==> src/design/snfcs_pkg.sv <==
package snfcs_pkg;

    localparam int PAGE_BYTES   = 256;
    localparam int SECTOR_BYTES = 4096;
    localparam int SECTOR_COUNT = 1024;

    localparam int PAGE_SHIFT   = $clog2(PAGE_BYTES);
    localparam int PAGE_CW      = PAGE_SHIFT + 1;
    localparam int SECTOR_SHIFT = $clog2(SECTOR_BYTES);
    localparam logic [31:0] TOTAL_BYTES = 32'(SECTOR_BYTES * SECTOR_COUNT);
    localparam logic [11:0] LAST_SECTOR = 12'(SECTOR_COUNT - 1);

    localparam logic [17:0] POLL_LIMIT_RESET = 18'h3ffff;

    localparam logic [7:0] OP_RDSR  = 8'h05;
    localparam logic [7:0] OP_FREAD = 8'h0b;
    localparam logic [7:0] OP_WREN  = 8'h06;
    localparam logic [7:0] OP_PP    = 8'h02;
    localparam logic [7:0] OP_SE    = 8'h20;
    localparam logic [7:0] OP_CE    = 8'hc7;
    localparam logic [7:0] OP_WRDI  = 8'h04;

    typedef enum logic [1:0] {
        CMD_READ    = 2'd0,
        CMD_PROGRAM = 2'd1,
        CMD_ERASE   = 2'd2,
        CMD_ADVANCE = 2'd3
    } t_cmd;

    typedef enum logic [3:0] {
        MODE_IDLE  = 4'b0001,
        MODE_READ  = 4'b0010,
        MODE_PROG  = 4'b0100,
        MODE_ERASE = 4'b1000
    } t_mode;

    typedef enum logic [4:0] {
        PH_WAIT = 5'b00001,
        PH_POLL = 5'b00010,
        PH_WREN = 5'b00100,
        PH_MAIN = 5'b01000,
        PH_WRDI = 5'b10000
    } t_phase;

    typedef struct packed {
        logic        transaction_valid;
        logic [7:0]  opcode;
        logic [23:0] flash_address;
        logic        address_present;
        logic        dummy_present;
        logic [8:0]  data_bytes;
        logic [23:0] buffer_offset;
        logic        request_done;
        logic        range_error;
        logic        poll_timeout;
    } t_result;

endpackage

==> src/design/spi_nor_flash_command_sequencer.sv <==
// Channel   Handshake              Payload
// request   i_valid / o_ready      i_cmd, i_start_address, i_byte_count, i_first_sector,
//                                  i_second_sector, i_status_byte
// result    o_valid / i_ready      o_transaction_valid ... o_poll_timeout
// config    i_cfg_wr_en            i_cfg_wr_data (poll limit)
//
// One request per cycle when o_ready is high; one result per request, registered.
// The sequencing state and the result register load at the same edge.
// o_ready is high while the result register is empty or being taken.
// Synchronous active-low reset clears the state; poll limit resets to all ones.
module spi_nor_flash_command_sequencer (
    input  logic        i_clk,
    input  logic        i_rst_n,
    input  logic        i_cfg_wr_en,
    input  logic [17:0] i_cfg_wr_data,
    input  logic        i_valid,
    output logic        o_ready,
    input  logic [1:0]  i_cmd,
    input  logic [23:0] i_start_address,
    input  logic [24:0] i_byte_count,
    input  logic [11:0] i_first_sector,
    input  logic [11:0] i_second_sector,
    input  logic [7:0]  i_status_byte,
    output logic        o_valid,
    input  logic        i_ready,
    output logic        o_transaction_valid,
    output logic [7:0]  o_opcode,
    output logic [23:0] o_flash_address,
    output logic        o_address_present,
    output logic        o_dummy_present,
    output logic [8:0]  o_data_bytes,
    output logic [23:0] o_buffer_offset,
    output logic        o_request_done,
    output logic        o_range_error,
    output logic        o_poll_timeout
);

    localparam int PAGE_CW_W = snfcs_pkg::PAGE_CW;

    logic [17:0]             r_poll_limit;
    snfcs_pkg::t_mode        r_mode, n_mode;
    snfcs_pkg::t_phase       r_phase, n_phase;
    snfcs_pkg::t_phase       r_resume, n_resume;
    logic [23:0]             r_addr, n_addr;
    logic [24:0]             r_left, n_left;
    logic [23:0]             r_offset, n_offset;
    logic [11:0]             r_cur, n_cur;
    logic [11:0]             r_end, n_end;
    logic [17:0]             r_polls, n_polls;
    snfcs_pkg::t_result      r_res, n_res;
    logic                    r_out_valid;

    logic                    in_fire;
    snfcs_pkg::t_cmd         cmd;
    logic [25:0]             range_sum;
    logic                    range_bad;
    logic                    sector_bad;
    logic [11:0]             sec_lo, sec_hi;
    logic [PAGE_CW_W-1:0]    room;
    logic [PAGE_CW_W-1:0]    chunk;
    logic                    busy;
    logic                    do_act;
    snfcs_pkg::t_phase       act_ph;

    assign o_ready = !r_out_valid || i_ready;
    assign in_fire = i_valid && o_ready;
    assign cmd     = snfcs_pkg::t_cmd'(i_cmd);
    assign busy    = i_status_byte[0];

    assign range_sum  = {2'b00, i_start_address} + {1'b0, i_byte_count};
    assign range_bad  = (i_byte_count == 25'd0) || (32'(range_sum) > snfcs_pkg::TOTAL_BYTES);
    assign sector_bad = (i_first_sector > snfcs_pkg::LAST_SECTOR)
                     || (i_second_sector > snfcs_pkg::LAST_SECTOR);
    assign sec_lo = (i_first_sector < i_second_sector) ? i_first_sector : i_second_sector;
    assign sec_hi = (i_first_sector < i_second_sector) ? i_second_sector : i_first_sector;

    // Chunk ends at the next page boundary or at the end of the transfer, whichever comes first.
    assign room  = PAGE_CW_W'(snfcs_pkg::PAGE_BYTES)
                 - {1'b0, r_addr[snfcs_pkg::PAGE_SHIFT-1:0]};
    assign chunk = (r_left < 25'(room)) ? r_left[PAGE_CW_W-1:0] : room;

    always_comb begin
        n_mode   = r_mode;
        n_phase  = r_phase;
        n_resume = r_resume;
        n_addr   = r_addr;
        n_left   = r_left;
        n_offset = r_offset;
        n_cur    = r_cur;
        n_end    = r_end;
        n_polls  = r_polls;
        n_res    = '0;
        do_act   = 1'b0;
        act_ph   = r_phase;

        if (in_fire) begin
            if (cmd != snfcs_pkg::CMD_ADVANCE) begin
                // A start always drops the request in progress.
                n_mode   = snfcs_pkg::MODE_IDLE;
                n_phase  = snfcs_pkg::PH_WAIT;
                n_resume = snfcs_pkg::PH_WAIT;
                if (cmd == snfcs_pkg::CMD_ERASE) begin
                    if (sector_bad) begin
                        n_res.request_done = 1'b1;
                        n_res.range_error  = 1'b1;
                    end else begin
                        n_cur    = sec_lo;
                        n_end    = sec_hi;
                        n_mode   = snfcs_pkg::MODE_ERASE;
                        n_resume = snfcs_pkg::PH_WREN;
                    end
                end else if (range_bad) begin
                    n_res.request_done = 1'b1;
                    n_res.range_error  = 1'b1;
                end else begin
                    n_addr   = i_start_address;
                    n_left   = i_byte_count;
                    n_offset = 24'd0;
                    if (cmd == snfcs_pkg::CMD_READ) begin
                        n_mode   = snfcs_pkg::MODE_READ;
                        n_resume = snfcs_pkg::PH_MAIN;
                    end else begin
                        n_mode   = snfcs_pkg::MODE_PROG;
                        n_resume = snfcs_pkg::PH_WREN;
                    end
                end
            end else if (r_mode != snfcs_pkg::MODE_IDLE) begin
                do_act = 1'b1;
                if (r_phase == snfcs_pkg::PH_POLL) begin
                    if (busy && (r_polls != 18'd0)) begin
                        n_polls                 = r_polls - 18'd1;
                        n_res.transaction_valid = 1'b1;
                        n_res.opcode            = snfcs_pkg::OP_RDSR;
                        n_res.data_bytes        = 9'd1;
                        do_act                  = 1'b0;
                    end else begin
                        n_res.poll_timeout = busy;
                        act_ph             = r_resume;
                        if (r_resume == snfcs_pkg::PH_WAIT) begin
                            n_resume = snfcs_pkg::PH_WREN;
                        end
                    end
                end
            end
        end

        if (do_act) begin
            n_res.transaction_valid = 1'b1;
            unique case (act_ph)
                snfcs_pkg::PH_WAIT: begin
                    n_polls          = (r_poll_limit == 18'd0) ? 18'd0 : r_poll_limit - 18'd1;
                    n_res.opcode     = snfcs_pkg::OP_RDSR;
                    n_res.data_bytes = 9'd1;
                    n_phase          = snfcs_pkg::PH_POLL;
                end
                snfcs_pkg::PH_WREN: begin
                    n_res.opcode = snfcs_pkg::OP_WREN;
                    n_phase      = snfcs_pkg::PH_MAIN;
                end
                snfcs_pkg::PH_MAIN: begin
                    if (r_mode == snfcs_pkg::MODE_ERASE) begin
                        n_phase = snfcs_pkg::PH_WAIT;
                        if ((r_end - r_cur) == snfcs_pkg::LAST_SECTOR) begin
                            n_res.opcode = snfcs_pkg::OP_CE;
                            n_cur        = r_end;
                            n_resume     = snfcs_pkg::PH_WRDI;
                        end else begin
                            n_res.opcode          = snfcs_pkg::OP_SE;
                            n_res.flash_address   = 24'({12'd0, r_cur} << snfcs_pkg::SECTOR_SHIFT);
                            n_res.address_present = 1'b1;
                            if (r_cur == r_end) begin
                                n_resume = snfcs_pkg::PH_WRDI;
                            end else begin
                                n_cur    = r_cur + 12'd1;
                                n_resume = snfcs_pkg::PH_WAIT;
                            end
                        end
                    end else begin
                        n_res.flash_address   = r_addr;
                        n_res.address_present = 1'b1;
                        n_res.data_bytes      = 9'(chunk);
                        n_res.buffer_offset   = r_offset;
                        n_addr                = r_addr + 24'(chunk);
                        n_offset              = r_offset + 24'(chunk);
                        n_left                = r_left - 25'(chunk);
                        n_phase               = snfcs_pkg::PH_WAIT;
                        if (r_mode == snfcs_pkg::MODE_READ) begin
                            n_res.opcode        = snfcs_pkg::OP_FREAD;
                            n_res.dummy_present = 1'b1;
                            if (n_left == 25'd0) begin
                                n_res.request_done = 1'b1;
                                n_mode             = snfcs_pkg::MODE_IDLE;
                                n_resume           = snfcs_pkg::PH_WAIT;
                            end else begin
                                n_resume = snfcs_pkg::PH_MAIN;
                            end
                        end else begin
                            n_res.opcode = snfcs_pkg::OP_PP;
                            n_resume     = (n_left != 25'd0) ? snfcs_pkg::PH_WAIT
                                                             : snfcs_pkg::PH_WRDI;
                        end
                    end
                end
                default: begin
                    n_res.opcode       = snfcs_pkg::OP_WRDI;
                    n_res.request_done = 1'b1;
                    n_mode             = snfcs_pkg::MODE_IDLE;
                    n_phase            = snfcs_pkg::PH_WAIT;
                    n_resume           = snfcs_pkg::PH_WAIT;
                end
            endcase
        end
    end

    always_ff @(posedge i_clk) begin
        if (!i_rst_n) begin
            r_poll_limit <= snfcs_pkg::POLL_LIMIT_RESET;
        end else if (i_cfg_wr_en) begin
            r_poll_limit <= i_cfg_wr_data;
        end
    end

    always_ff @(posedge i_clk) begin
        if (!i_rst_n) begin
            r_mode      <= snfcs_pkg::MODE_IDLE;
            r_phase     <= snfcs_pkg::PH_WAIT;
            r_resume    <= snfcs_pkg::PH_WAIT;
            r_addr      <= 24'd0;
            r_left      <= 25'd0;
            r_offset    <= 24'd0;
            r_cur       <= 12'd0;
            r_end       <= 12'd0;
            r_polls     <= 18'd0;
            r_out_valid <= 1'b0;
        end else begin
            r_mode   <= n_mode;
            r_phase  <= n_phase;
            r_resume <= n_resume;
            r_addr   <= n_addr;
            r_left   <= n_left;
            r_offset <= n_offset;
            r_cur    <= n_cur;
            r_end    <= n_end;
            r_polls  <= n_polls;
            if (o_ready) begin
                r_out_valid <= in_fire;
            end
        end
    end

    // Result payload: load on each accepted request, hold otherwise.
    always_ff @(posedge i_clk) begin
        if (in_fire) begin
            r_res <= n_res;
        end
    end

    assign o_valid             = r_out_valid;
    assign o_transaction_valid = r_res.transaction_valid;
    assign o_opcode            = r_res.opcode;
    assign o_flash_address     = r_res.flash_address;
    assign o_address_present   = r_res.address_present;
    assign o_dummy_present     = r_res.dummy_present;
    assign o_data_bytes        = r_res.data_bytes;
    assign o_buffer_offset     = r_res.buffer_offset;
    assign o_request_done      = r_res.request_done;
    assign o_range_error       = r_res.range_error;
    assign o_poll_timeout      = r_res.poll_timeout;

endmodule

==> config.mk <==
export PLATFORM = sky130hd
export DESIGN_NAME = spi_nor_flash_command_sequencer
export DESIGN_NICKNAME = d
export VERILOG_FILES = /design/src/design/snfcs_pkg.sv /design/src/design/spi_nor_flash_command_sequencer.sv
export SDC_FILE = /design/constraint.sdc
export NUM_CORES = 1
export LEC_CHECK = 0
export BUFFER_PORTS_ARGS = -buffer_cell sky130_fd_sc_hd__buf_2
export CORE_ASPECT_RATIO = 0.5
export CORE_MARGIN = 3
export CORE_UTILIZATION = 45
export DETAILED_ROUTE_END_ITERATION = 16
export GPL_TIMING_DRIVEN = 1
export PLACE_DENSITY = 0.66
export SYNTH_ARGS = -nofsm -noshare
export SYNTH_HDL_FRONTEND = slang
export SYNTH_SLANG_ARGS = --single-unit
==> constraint.sdc <==
create_clock -name i_clk -period 5.45 [get_ports i_clk]
set_clock_uncertainty 0.1 [all_clocks]
set_input_delay 0.2725 -clock i_clk [delete_from_list [all_inputs] [get_ports i_clk]]
set_output_delay 0.2725 -clock i_clk [all_outputs]
set_load 0.005 [all_outputs]
==> results.md, run 1 <==
- By area the synthesized netlist is led by sky130_fd_sc_hd__dfxtp_1, sky130_fd_sc_hd__edfxtp_1, sky130_fd_sc_hd__ha_1.
- The post-layout net count is 2070.
- The highest net fanout along the worst path is 3.
- Together, buffers and inverters on the worst path number 3.
- Summing the sequential cell areas from Yosys gives 35.2% of the chip area.
- Subtracting the final worst setup slack from the clock period gives 5.50 ns.
- The worst hold-check slack is 0.0175 ns.
- The leakage component of the power is 7.14 nW.
- Data arrives at the worst endpoint at 5.81 ns.
- The cell area after technology mapping is 14200 um^2.
- The die footprint is 33800 um^2.
- The y dimension of the die is 132 um.
- The number of buffers on the longest clock path is 3.
- By count the netlist is led by sky130_fd_sc_hd__nor2_1, sky130_fd_sc_hd__dfxtp_1, sky130_fd_sc_hd__a21oi_1.
- The number of different library cells used by synthesis comes to 91.
- In this run the critical register-to-register path is launched from r_addr[3]$_SDFF_PN0_.
- The most frequently used cell type in the post-synthesis netlist is sky130_fd_sc_hd__nor2_1.
- After synthesis, the share of flip-flops with an asynchronous set or reset is 0%.
- The number of global-route vias before repair was 12145.
- The fraction of post-synthesis cell area in the top cell type by area is 20.6%.
- For this design, the slowest cell found on the critical path is sky130_fd_sc_hd__or3_4.
- The top cell family by delay on the critical path is simple AND/OR/NAND/NOR gates.
- After detailed placement, the design holds a cell count of 2215.
- For this run, the number of Yosys warnings is 0.
- The congestion estimate from routability-driven global placement came to 0.913.
- The region available for standard cell placement spans 30700 um^2.
- The total power draw is 4.48 mW.
- For hold timing, the worst endpoint is r_end[8]$_SDFFE_PN0P_.
- The accumulated negative setup slack is -0.0787 ns.
- The smallest setup slack after layout is -0.0467 ns.
- Clock tree synthesis inserted a total of 21 buffers.
- In the routed design, unresolved DRC markers number 0.
- The critical path in this run is classified as reg2reg.
- Synthesis produced a netlist whose cell count is 1637.
- The worst-case IR drop observed on VDD is 0.000216 V.
- The sink count of the clock tree is 215.
- The routed wirelength normalized by instance count is 17.5 um.
- For this run, the slowest stage of the critical path takes 0.39 ns.
- The overall routed net length is 40.4 mm.
- The number of violations reported at the end of detailed-routing iteration 0 is 1070.
- The relative slew slack is 24.8%.
- The endpoint identified for the worst register-to-register timing path is r_resume[3]$_SDFF_PN0_.
- In the final layout, the share of cells above drive strength 1 is 19.7%.
- The worst setup path is captured at a register.
- The critical path goes through or3_4, or2_4, nor4_4, xnor2_2, inv_1, ha_4, a21oi_2, o2111ai_1, buf_4, mux2i_4, ha_2, inv_2, fa_2, a21o_1, a21oi_2, xnor2_2, or3_1, or3_4, nor4_4, nand3_2, ha_2, and2_4, a21o_1, o221a_2.
- The most used flip-flop cell after synthesis is sky130_fd_sc_hd__dfxtp_1.
- Counting flops and latches in the post-synthesis netlist gives 215.
- The count of fill cells added during filler insertion is 2815.
- The ratio of total power to cell area is 260 nW/um^2.
- The hold violation total from the final report came to 0.
- The routed layout has 13099 vias.
- TritonCTS built the clock tree.
- Setup repair after global routing could not meet its margin everywhere.
- Max-cap violations in this run came to 0.
- The post-synthesis net count is 1836.
- The total count of max-transition violations in the final report was 0.
- The worst hold path begins at i_first_sector[8].
- Detailed placement finished with a half-perimeter wire length of 29.0 mm.
- The average cell area after synthesis is 8.67 um^2.
- The maximum number of pins on one net before global-route repair is 72.
- The area growth from synthesis to layout is 21.5%.
- The finished layout holds 2311 standard cells, fillers aside.
- The final reports fail on negative setup slack.
- The number of detailed-routing iterations run before antenna repair is 5.
- For this run the aggregate overflow at the end of global routing stands at 0.
- The number of placed I/O pins is 179.
- Counting instances, the worst hold path has a depth of 3.
- The worst reg-to-reg setup slack is -0.05 ns.
- The number of cells on the worst reg-to-reg path is 24.
- The final critical-path share of the clock period is 101%.
- The synthesized design contains 69 enable-type register cells.
- The maximum clock frequency is 0.182 GHz.
- STA puts the critical path data required time at 5.76 ns.
- The cell taking the most area after synthesis is sky130_fd_sc_hd__dfxtp_1.
- The initial antenna violation count is 2.
- The min-delay analysis places its worst path in the category in2reg.
- The overall global routing resource usage is 23.0%.
- The overall die width is 257 um.
- STA classifies the critical path startpoint as a register.
- In the routed layout, each cell is associated on average with a via count of 5.67.
- The first-pass GRT wire length is 64.4 mm.
- At the pin with the least slew margin, the transition time is 1.10 ns.
- In this run the number of H-tree levels came out at 1.
- The run finished, with violations left.
- Setup violations remaining at the end of the flow were counted as 2.
- At the later pin of the worst-skew pair, clock insertion delay measures 0.53 ns.
- The effective utilization at floorplan is 46.2%.
- The register clock-pin slew on the reported worst setup and hold paths is 0.07 ns.
- The cell row count is 45.
- Once detail routing completed, the nets flagged for antenna violations numbered 0.
- In this run the clock root is driven by a sky130_fd_sc_hd__clkbuf_16.
- The number of buffers added on ports is 170.
-- where the power goes --
group,switching [mW],internal (mW),leakage [nW]
Clock,0.669,0.957,0.369
Combinational,0.603,0.501,4.89
Sequential,0.0440,1.70,1.88
Total,1.32,3.16,7.14
-- state kept, by name, summed over array words and instances, names as in the netlist, 5 cells and up --
signal,count
r_end,12
r_offset,24
o_buffer_offset,24
r_polls,18
r_poll_limit,18
r_resume,5
r_addr,24
o_opcode,6
r_cur,12
o_data_bytes,9
r_left,25
o_flash_address,24
-- layer usage --
layer  wire length, um  part of all wire [%]  vias up  track usage (%)
met5                 0                     0        -                0
met4               991                   2.5        0             6.03
met3              2140                   5.3       70             3.49
met2             18200                    45      352             36.7
met1             19000                    47     6135             32.3
li1                  -                     -     6542                -
-- how the worst max path moves through the flow --
| stage | start | to | slack [ns] | depth (start not counted) |
|---|---|---|---|---|
| 6_report | r_addr[3]$_SDFF_PN0_ | r_resume[3]$_SDFF_PN0_ | -0.05 | 24 |
| 5_1_grt | r_addr[3]$_SDFF_PN0_ | r_resume[3]$_SDFF_PN0_ | -0.24 | 24 |
| 4_1_cts | r_addr[3]$_SDFF_PN0_ | r_resume[3]$_SDFF_PN0_ | 0.02 | 24 |
| 3_5_place_dp | r_addr[3]$_SDFF_PN0_ | r_resume[3]$_SDFF_PN0_ | -0.37 | 23 |
| 3_3_place_gp | r_addr[3]$_SDFF_PN0_ | r_resume[3]$_SDFF_PN0_ | -0.28 | 23 |
| 2_1_floorplan | r_addr[3]$_SDFF_PN0_ | r_resume[3]$_SDFF_PN0_ | 0.008 | 23 |
-- per-stage QoR --
stage                     worst slack, ns  area, um^2  util, %
after CTS                          0.0153       17100     55.6
after floorplan                   0.00839       14200        -
after global placement             -0.283       15700     51.2
after global routing               -0.237       17200     56.2
after detailed placement           -0.374       15700     51.2
final                             -0.0467       17200     56.2
-- kinds of logic (layout without fill, tap and decap cells) --
| logic type | count (synthesis) | after routing | synth area share, % |
|---|---|---|---|
| other cells | 1 | 3 | 0.0264 |
| xor+xnor | 84 | 84 | 5.19 |
| simple gates | 569 | 569 | 20.3 |
| compound gates | 461 | 461 | 22.3 |
| mux | 49 | 49 | 3.49 |
| flops | 215 | 215 | 35.2 |
| buf+inv | 165 | 414 | 4.98 |
| fa+ha+maj | 93 | 93 | 8.47 |
-- worst reg2reg max path, delay by kind of cell (launching register included) --
kind / cells / cell delay [ns]
simple gates: 8 / 2.07
fa+ha+maj: 4 / 1.08
compound gates: 6 / 1.04
buf+inv: 3 / 0.33
flops: 1 / 0.32
mux: 1 / 0.23
xor+xnor: 2 / 0.23
-- timing repair --
item | CTS | global route
buffers inserted | 4 | 5
hold buffers | 47 | 0
pin swaps | 17 | 14
gates resized for setup | 20 | 26
endpoints found under the setup margin | 9 | 38
hold endpoints to repair | 47 | 0
-- layout by cell type, fill, tap and decap left out, types with 14 or more instances in the layout --
cell type	n
sky130_fd_sc_hd__nand2_1	103
sky130_fd_sc_hd__nand4_1	22
sky130_fd_sc_hd__dfxtp_1	143
sky130_fd_sc_hd__and2_1	37
sky130_fd_sc_hd__a211oi_1	39
sky130_fd_sc_hd__o211ai_1	23
sky130_fd_sc_hd__a21o_1	28
sky130_fd_sc_hd__o21a_1	14
sky130_fd_sc_hd__ha_1	81
sky130_fd_sc_hd__a21oi_1	124
sky130_fd_sc_hd__o21ai_0	75
sky130_fd_sc_hd__nand3_1	51
sky130_fd_sc_hd__xor2_1	24
sky130_fd_sc_hd__inv_1	77
sky130_fd_sc_hd__a31oi_1	20
sky130_fd_sc_hd__nor4_1	19
sky130_fd_sc_hd__dlygate4sd3_1	47
sky130_fd_sc_hd__and3_1	19
sky130_fd_sc_hd__clkbuf_16	22
sky130_fd_sc_hd__nor2_1	156
sky130_fd_sc_hd__buf_2	170
sky130_fd_sc_hd__buf_4	75
sky130_fd_sc_hd__nor3_1	55
sky130_fd_sc_hd__mux2i_1	44
sky130_fd_sc_hd__xnor2_1	55
sky130_fd_sc_hd__edfxtp_1	69
-- cell type report --
cell class / count / area (um^2) / share of cell area (%)
diodes: 2 / 5.00 / 0.0290
clock buffers: 25 / 582 / 3.37
clock inverters: 13 / 176 / 1.02
inverters: 83 / 315 / 1.83
multi-input cells: 1257 / 8740 / 50.7
flip-flops and latches: 215 / 5000 / 29.0
well taps: 423 / 529 / 3.07
repair buffers: 293 / 1900 / 11.0
Power figures use the tool's default switching activity.
==> run 2, diff against run 1 <==
Settings changed: CTS_BUF_LIST set to sky130_fd_sc_hd__clkbuf_8, SLEW_MARGIN set to 15.
==> results.md, run 2 (synthesized netlist as in run 1, its figures left out) <==
- The flow ran to the end, but the final reports show violations.
- The final reports fail on negative setup slack.
- The area growth from synthesis to layout is 23.9%.
- The final critical-path share of the clock period is 100%.
- In this run the horizontal extent of the chip is 257 um.
- Setup total negative slack on the finished layout was measured at -0.00228 ns.
- At the worst endpoint, the arrival time is 5.83 ns.
- The layout has 2771 filler cells.
- The routed length on met1 is 19.0 mm.
- The reported net switching power is 1.31 mW.
- STA classifies the critical path endpoint as a register.
- In this run the worst hold path is classified as in2reg.
- For this run the aggregate overflow at the end of global routing stands at 0.
- The tree is rooted in a sky130_fd_sc_hd__clkbuf_8.
- The number of placed I/O pins is 179.
- The register clock-pin slew on the reported worst setup and hold paths is 0.07 ns.
- The die footprint is 33800 um^2.
- For the worst setup path, the data required time is 5.83 ns.
- Routability-driven placement finished with a final weighted congestion of 0.913.
- The later pin in the worst-skew pair is clocked with a latency of 0.60 ns.
- The first TritonRoute pass finished after 5 iterations.
- Dividing total power by cell area gives a power density of 240 nW/um^2.
- The smallest setup slack after layout is -0.00228 ns.
- Of the total power, registers draw 41.4%.
- After detailed routing, the number of remaining DRC violations is 0.
- The final setup violation count is 1.
- The total count of max-transition violations in the final report is 0.
- Entering global routing, the biggest net connects 72 pins.
- Subtracting the final worst setup slack from the clock period gives 5.45 ns.
- The post-layout net count is 2122.
- After detailed routing, the met3 layer carries 2.21 mm of wire.
- The detailed-route via count is 13351.
- The critical path start-end classification is reg2reg.
- The highest metal layer carrying signal wires in the routed design is met4.
- The hold violation total from the final report is 0.
- The TritonCTS clock tree is built.
- The number of buffers added on ports is 170.
- The y dimension of the die is 132 um.
- CTS built an H-tree with a depth of 1.
- The floorplan has 45 rows.
- The half-perimeter wire length of the detailed placement result is 29.0 mm.
- The tool flagged a number of max-cap violations equal to 0.
- In this run the worst path has a maximum fanout of 3.
- The share of total power dissipated in combinational logic is 27.2%.
- The first-pass GRT wire length is 65.0 mm.
- Cell internal power was estimated by the tool at 2.92 mW.
- At the pin with the least slew margin, the transition time is 1.11 ns.
- The initial antenna violation count was 0.
- The tree built by TritonCTS fans out to 215 sinks.
- Setup repair after global routing could not meet its margin everywhere.
- The leakage component of the power is 7.31 nW.
- The library cells used most frequently in the layout, excluding fill and tap cells, are sky130_fd_sc_hd__buf_2, sky130_fd_sc_hd__nor2_1, sky130_fd_sc_hd__dfxtp_1.
- In the final routed layout, each cell accounts on average for 17.3 um.
- The total area inside the core boundary comes to 30700 um^2.
- The via density per instance is 5.63.
- The relative contribution of the clock network to total power is 31.3%.
- The final layout contains routed wiring with a total length of 40.9 mm.
- Once the floorplan was initialized, standard cells occupied 46.2% of the core.
- The worst pin sits at a relative slew slack of 23.8%.
- The length of routed met2 wiring is 18.6 mm.
- The commonest non-fill, non-tap cell in the layout is sky130_fd_sc_hd__buf_2.
- The worst-case IR drop observed on VDD is 0.000171 V.
- In this run the register-to-register setup slack is -0.002 ns.
- The antenna cell count is 0.
- Counting flops per register, the top entry is r_left.
- Net switching is 30.9% of the power.
- The detailed router finished its first iteration with 997 violations.
- The count of nets left with antenna violations once routing finished came out at 0.
- The launching element type of the critical path is a register.
- The post-route netlist has 19.7% of its cells at a drive strength greater than 1.
- The number of global-route vias before repair is 12454.
- The register with the most flip-flops in the layout has 25 of them.
- The maximum clock frequency is 0.183 GHz.
- The clock passes through at most 3 buffers.
- The number of clock buffers inserted by TritonCTS is 31.
- The final cell utilization of the core is 57.3%.
- In the global route stage, overall resource usage came out at 23.1%.
run 2: power groups by stage:
| stage | logic [mW] | clock network [mW] | registers [mW] |
|---|---|---|---|
| 6_report | 1.15 | 1.32 | 1.75 |
| 3_3_place_gp | 0.983 | 0 | 1.78 |
| 4_1_cts | 1.10 | 1.36 | 1.75 |
| 5_1_grt | 1.26 | 1.41 | 1.76 |
| 3_5_place_dp | 0.989 | 0 | 1.78 |
| 2_1_floorplan | 0.669 | 0 | 1.78 |
run 2: path summary, 6_finish.rpt:
path	startpoint	to	cells past startpoint
hold / removal	i_start_address[10]	r_addr[10]$_SDFF_PN0_	3
hold reg to reg	r_offset[0]$_SDFF_PN0_	r_offset[0]$_SDFF_PN0_	2
setup / recovery	r_addr[3]$_SDFF_PN0_	r_resume[3]$_SDFF_PN0_	24
setup reg to reg	r_addr[3]$_SDFF_PN0_	r_resume[3]$_SDFF_PN0_	24
run 2: final cells by class:
class | count | area, um^2 | share of cell area (%)
Sequential cell | 215 | 5000 | 28.4
Multi-Input combinational cell | 1257 | 8790 | 50.0
Clock inverter | 27 | 191 | 1.09
Timing Repair Buffer | 335 | 2320 | 13.2
Tap cell | 423 | 529 | 3.01
Clock buffer | 31 | 427 | 2.43
Inverter | 83 | 318 | 1.81
run 2: what timing repair did:
action                                  in CTS  in global routing
endpoints found under the setup margin       9                 35
endpoints found under the hold margin       79                  0
buffers inserted                             4                  6
gates resized for setup                     23                 37
hold buffers                                88                  0
pin swaps                                   19                  8
run 2: per-stage QoR:
step	area [um^2]	instances	worst slack (ns)	power (mW)	hold slack, ns
final	17600	2371	-0.00228	4.22	0.0479
after global routing	17600	2371	-0.252	4.43	0.0626
after CTS	17300	2365	-0.000782	4.20	0.0117
after detailed placement	15700	2215	-0.374	2.77	0.374
after global placement	15700	2215	-0.283	2.76	0.362
after floorplan	14200	1637	0.00839	2.44	0.301
run 2: metal layers:
metal  track usage [%]  vias to the layer above
li1                  -                     6645
met1              32.1                     6247
met2              37.2                      374
met3              3.50                       85
met4              7.23                        0
met5                 0                        -
run 2: worst max-delay path, stage by stage, from the launching register on:
cell	delay, ns
sky130_fd_sc_hd__dfxtp_1	0.31
sky130_fd_sc_hd__or3_4	0.39
sky130_fd_sc_hd__nor3_1	0.24
sky130_fd_sc_hd__xnor2_1	0.18
sky130_fd_sc_hd__inv_1	0.07
sky130_fd_sc_hd__ha_1	0.27
sky130_fd_sc_hd__nor2b_1	0.13
sky130_fd_sc_hd__o2111ai_1	0.22
sky130_fd_sc_hd__o2111ai_2	0.17
sky130_fd_sc_hd__buf_6	0.17
sky130_fd_sc_hd__mux2i_4	0.16
sky130_fd_sc_hd__ha_2	0.20
sky130_fd_sc_hd__inv_2	0.05
sky130_fd_sc_hd__fa_2	0.38
sky130_fd_sc_hd__a21o_1	0.17
sky130_fd_sc_hd__a21oi_2	0.18
sky130_fd_sc_hd__xnor2_2	0.08
sky130_fd_sc_hd__or3_1	0.38
sky130_fd_sc_hd__or3_4	0.38
sky130_fd_sc_hd__nor4_4	0.15
sky130_fd_sc_hd__nand3_2	0.19
sky130_fd_sc_hd__ha_2	0.24
sky130_fd_sc_hd__and2_4	0.13
sky130_fd_sc_hd__a21o_1	0.15
sky130_fd_sc_hd__o221a_2	0.23
==> run 3, diff against run 2 <==
Settings changed: CTS_BUF_LIST sky130_fd_sc_hd__clkbuf_8 to sky130_fd_sc_hd__clkbuf_4 sky130_fd_sc_hd__clkbuf_8.
==> results.md, run 3 (synthesized netlist as in run 1, its figures left out) <==
- Including well taps, the total number of placed cells is 2215.
- The relative contribution of combinational cells to total power is 26.7%.
- The sink count of the clock tree is 215.
- In this run the deepest clock path goes through 3 buffers.
- The library cells used most frequently in the layout, excluding fill and tap cells, are sky130_fd_sc_hd__buf_2, sky130_fd_sc_hd__nor2_1, sky130_fd_sc_hd__dfxtp_1.
- The leakage component of the power is 7.30 nW.
- Setup violations remaining at the end of the flow were counted as 1.
- The cell at the root of the clock tree is sky130_fd_sc_hd__clkbuf_8.
- The first global-routing pass estimated 65.0 mm of wire.
- The detail route stage leaves a number of antenna-violating nets equal to 0.
- The max-cap violation count is 0.
- The smallest setup slack after layout is -0.0185 ns.
- 0 antenna diodes ended up in the layout.
- The number of detailed-routing iterations run before antenna repair is 5.
- TritonCTS built the clock tree.
- The hold violation total from the final report came to 0.
- The worst path arrival time is 5.85 ns.
- The final period demand of the worst path is 5.47 ns.
- From synthesis to final layout, the design area changed by 24.2%.
- The worst setup path is captured at a register.
- Fill cells in the final layout number 2763.
- The post-layout net count is 2122.
- At the end of routability-driven placement, the weighted congestion stood at 0.913.
- The flip-flop count of the largest register, all copies and words added is 25.
- The effective utilization at floorplan is 46.2%.
- The overall global routing resource usage is 23.2%.
- The min-delay analysis places its worst path in the category in2reg.
- The portion of total power attributed to sequential cells is 40.6%.
- After layout, the worst path uses 100% of the clock period.
- The internal power is 3.00 mW.
- The number of clock buffers inserted by TritonCTS is 31.
- Power spread over the standard cell area amounts to 244 nW/um^2.
- The number of placed I/O pins is 179.
- The required time of the critical path is 5.83 ns.
- The detailed-route via count is 13365.
- The number of violations reported at the end of detailed-routing iteration 0 is 1042.
- The die footprint is 33800 um^2.
- The number of cells on the worst reg-to-reg path is 24.
- IR analysis of the VDD net gives a maximum drop of 0.000171 V.
- The total count of max-transition violations in the final report came to 0.
- The run finished, with violations left.
- The cell row count is 45.
- The switching share of total power is 30.4%.
- In this run the worst path has a maximum fanout of 3.
- The area of placed instances is 15700 um^2.
- The commonest non-fill, non-tap cell in the layout is sky130_fd_sc_hd__buf_2.
- Wires add up to 40.9 mm.
- Entering global routing, the biggest net connects 72 pins.
- Per report_power, the clock group accounts for 32.7% of the total.
- The reported net switching power is 1.31 mW.
- The post-route netlist has 20.4% of its cells at a drive strength greater than 1.
- Setup total negative slack on the finished layout was measured at -0.0185 ns.
- Buffers placed on the I/O ports in this run total 170.
- The number of global-route vias before repair came to 12456.
- After detailed routing, the average wire length per cell comes to 17.3 um.
- The critical path start-end classification is reg2reg.
- The endpoint of the worst register-to-register path is r_resume[3]$_SDFF_PN0_.
- The worst-case hold path end point is r_addr[10]$_SDFF_PN0_.
- The launching element type of the critical path is a register.
- The register bank with the most flops is r_left.
- The worst hold-check slack is 0.0449 ns.
- The y dimension of the die is 132 um.
- The startpoint of the most critical hold path is i_start_address[10].
- The remaining global-route overflow is 0.
- Summing all non-filler instances in the final layout gives an area of 17600 um^2.
- Along the worst hold path, the cell count comes to 3.
- Dividing the detail-routed via count by the number of cells gives 5.64.
- The overall die width is 257 um.
- The half-perimeter wire length of the detailed placement result is 29.0 mm.
- For this run, the number of standard cells in the final layout without fillers is 2371.
- The core region is 30700 um^2.
- At the pin with the least slew margin, the transition time is 1.13 ns.
- The initial antenna violation count is 0.
- The final reports fail on negative setup slack.
- The detailed-route DRC error count is 0.
- Setup repair after global routing could not meet its margin everywhere.
- The worst setup slack after placement is -0.374 ns.
- The register clock-pin slew on the reported worst setup and hold paths is 0.07 ns.
- The worst reg2reg path startpoint is r_addr[3]$_SDFF_PN0_.
- The maximum clock frequency is 0.183 GHz.
- The number of H-tree levels is 1.
- Clock latency on the worst-skew pair, taken at its later pin, is 0.60 ns.
- The worst reg-to-reg setup slack is -0.02 ns.
- The relative slew slack is 22.8%.
## run 3: cell types whose count changed in the layout (fill, tap and decap cells not counted), sizes merged
cell / delta
clkbuf: +12
inv: -12
## run 3: worst max-delay path by stage
stage                          from                      to  slack [ns]  cells past startpoint
2_1_floorplan  r_addr[3]$_SDFF_PN0_  r_resume[3]$_SDFF_PN0_       0.008                     23
3_3_place_gp   r_addr[3]$_SDFF_PN0_  r_resume[3]$_SDFF_PN0_       -0.28                     23
3_5_place_dp   r_addr[3]$_SDFF_PN0_  r_resume[3]$_SDFF_PN0_       -0.37                     23
4_1_cts        r_addr[3]$_SDFF_PN0_  r_resume[3]$_SDFF_PN0_       0.002                     24
5_1_grt        r_addr[1]$_SDFF_PN0_  r_resume[3]$_SDFF_PN0_       -0.25                     26
6_report       r_addr[3]$_SDFF_PN0_  r_resume[3]$_SDFF_PN0_       -0.02                     24
## run 3: power by group through the flow
stage	combinational [mW]	clock [mW]	sequential, mW
floorplan	0.669	0	1.78
global placement	0.983	0	1.78
detailed placement	0.989	0	1.78
CTS	1.10	1.44	1.75
global route	1.26	1.50	1.76
finish	1.15	1.41	1.75
## run 3: what timing repair did
item,in CTS,in global routing
hold buffers,88,0
cloned,0,0
resized for setup,23,37
setup buffers,4,6
pin swaps,19,8
endpoints found under the setup margin,9,35
hold endpoints to repair,79,0
## run 3: metal layers
metal  GRT usage (%)  share of wire [%]
met5               0                  0
met1            32.1                 46
met2            37.1                 45
met3            3.50                6.0
met4            7.26                2.8
## run 3: critical path, stage by stage (launching register included)
cell and delay [ns]:
sky130_fd_sc_hd__dfxtp_2 0.33, sky130_fd_sc_hd__or3_4 0.39, sky130_fd_sc_hd__nor3_1 0.24, sky130_fd_sc_hd__xnor2_1 0.18
sky130_fd_sc_hd__inv_1 0.07, sky130_fd_sc_hd__ha_1 0.27, sky130_fd_sc_hd__nor2b_1 0.13, sky130_fd_sc_hd__o2111ai_1 0.22
sky130_fd_sc_hd__o2111ai_2 0.17, sky130_fd_sc_hd__buf_6 0.17, sky130_fd_sc_hd__mux2i_4 0.16, sky130_fd_sc_hd__ha_2 0.20
sky130_fd_sc_hd__inv_2 0.05, sky130_fd_sc_hd__fa_2 0.38, sky130_fd_sc_hd__a21o_1 0.17, sky130_fd_sc_hd__a21oi_2 0.18
sky130_fd_sc_hd__xnor2_2 0.08, sky130_fd_sc_hd__or3_1 0.38, sky130_fd_sc_hd__or3_4 0.38, sky130_fd_sc_hd__nor4_4 0.15
sky130_fd_sc_hd__nand3_2 0.19, sky130_fd_sc_hd__ha_2 0.24, sky130_fd_sc_hd__and2_4 0.13, sky130_fd_sc_hd__a21o_1 0.15
sky130_fd_sc_hd__o221a_2 0.23
## run 3: cell type report
class | count | area, um^2 | area share (%)
multi-input combinational | 1257 | 8790 | 49.9
sequential | 215 | 5000 | 28.4
timing repair buffer | 335 | 2320 | 13.2
tap | 423 | 529 | 3.00
clock buffer | 43 | 517 | 2.93
inverter | 83 | 318 | 1.80
clock inverter | 15 | 146 | 0.831
## run 3: through the flow
stage                     total power [mW]  util [%]
after floorplan                       2.44         -
after CTS                             4.28      56.7
after detailed placement              2.77      51.2
after global routing                  4.51      57.4
final                                 4.31      57.4
after global placement                2.76      51.2
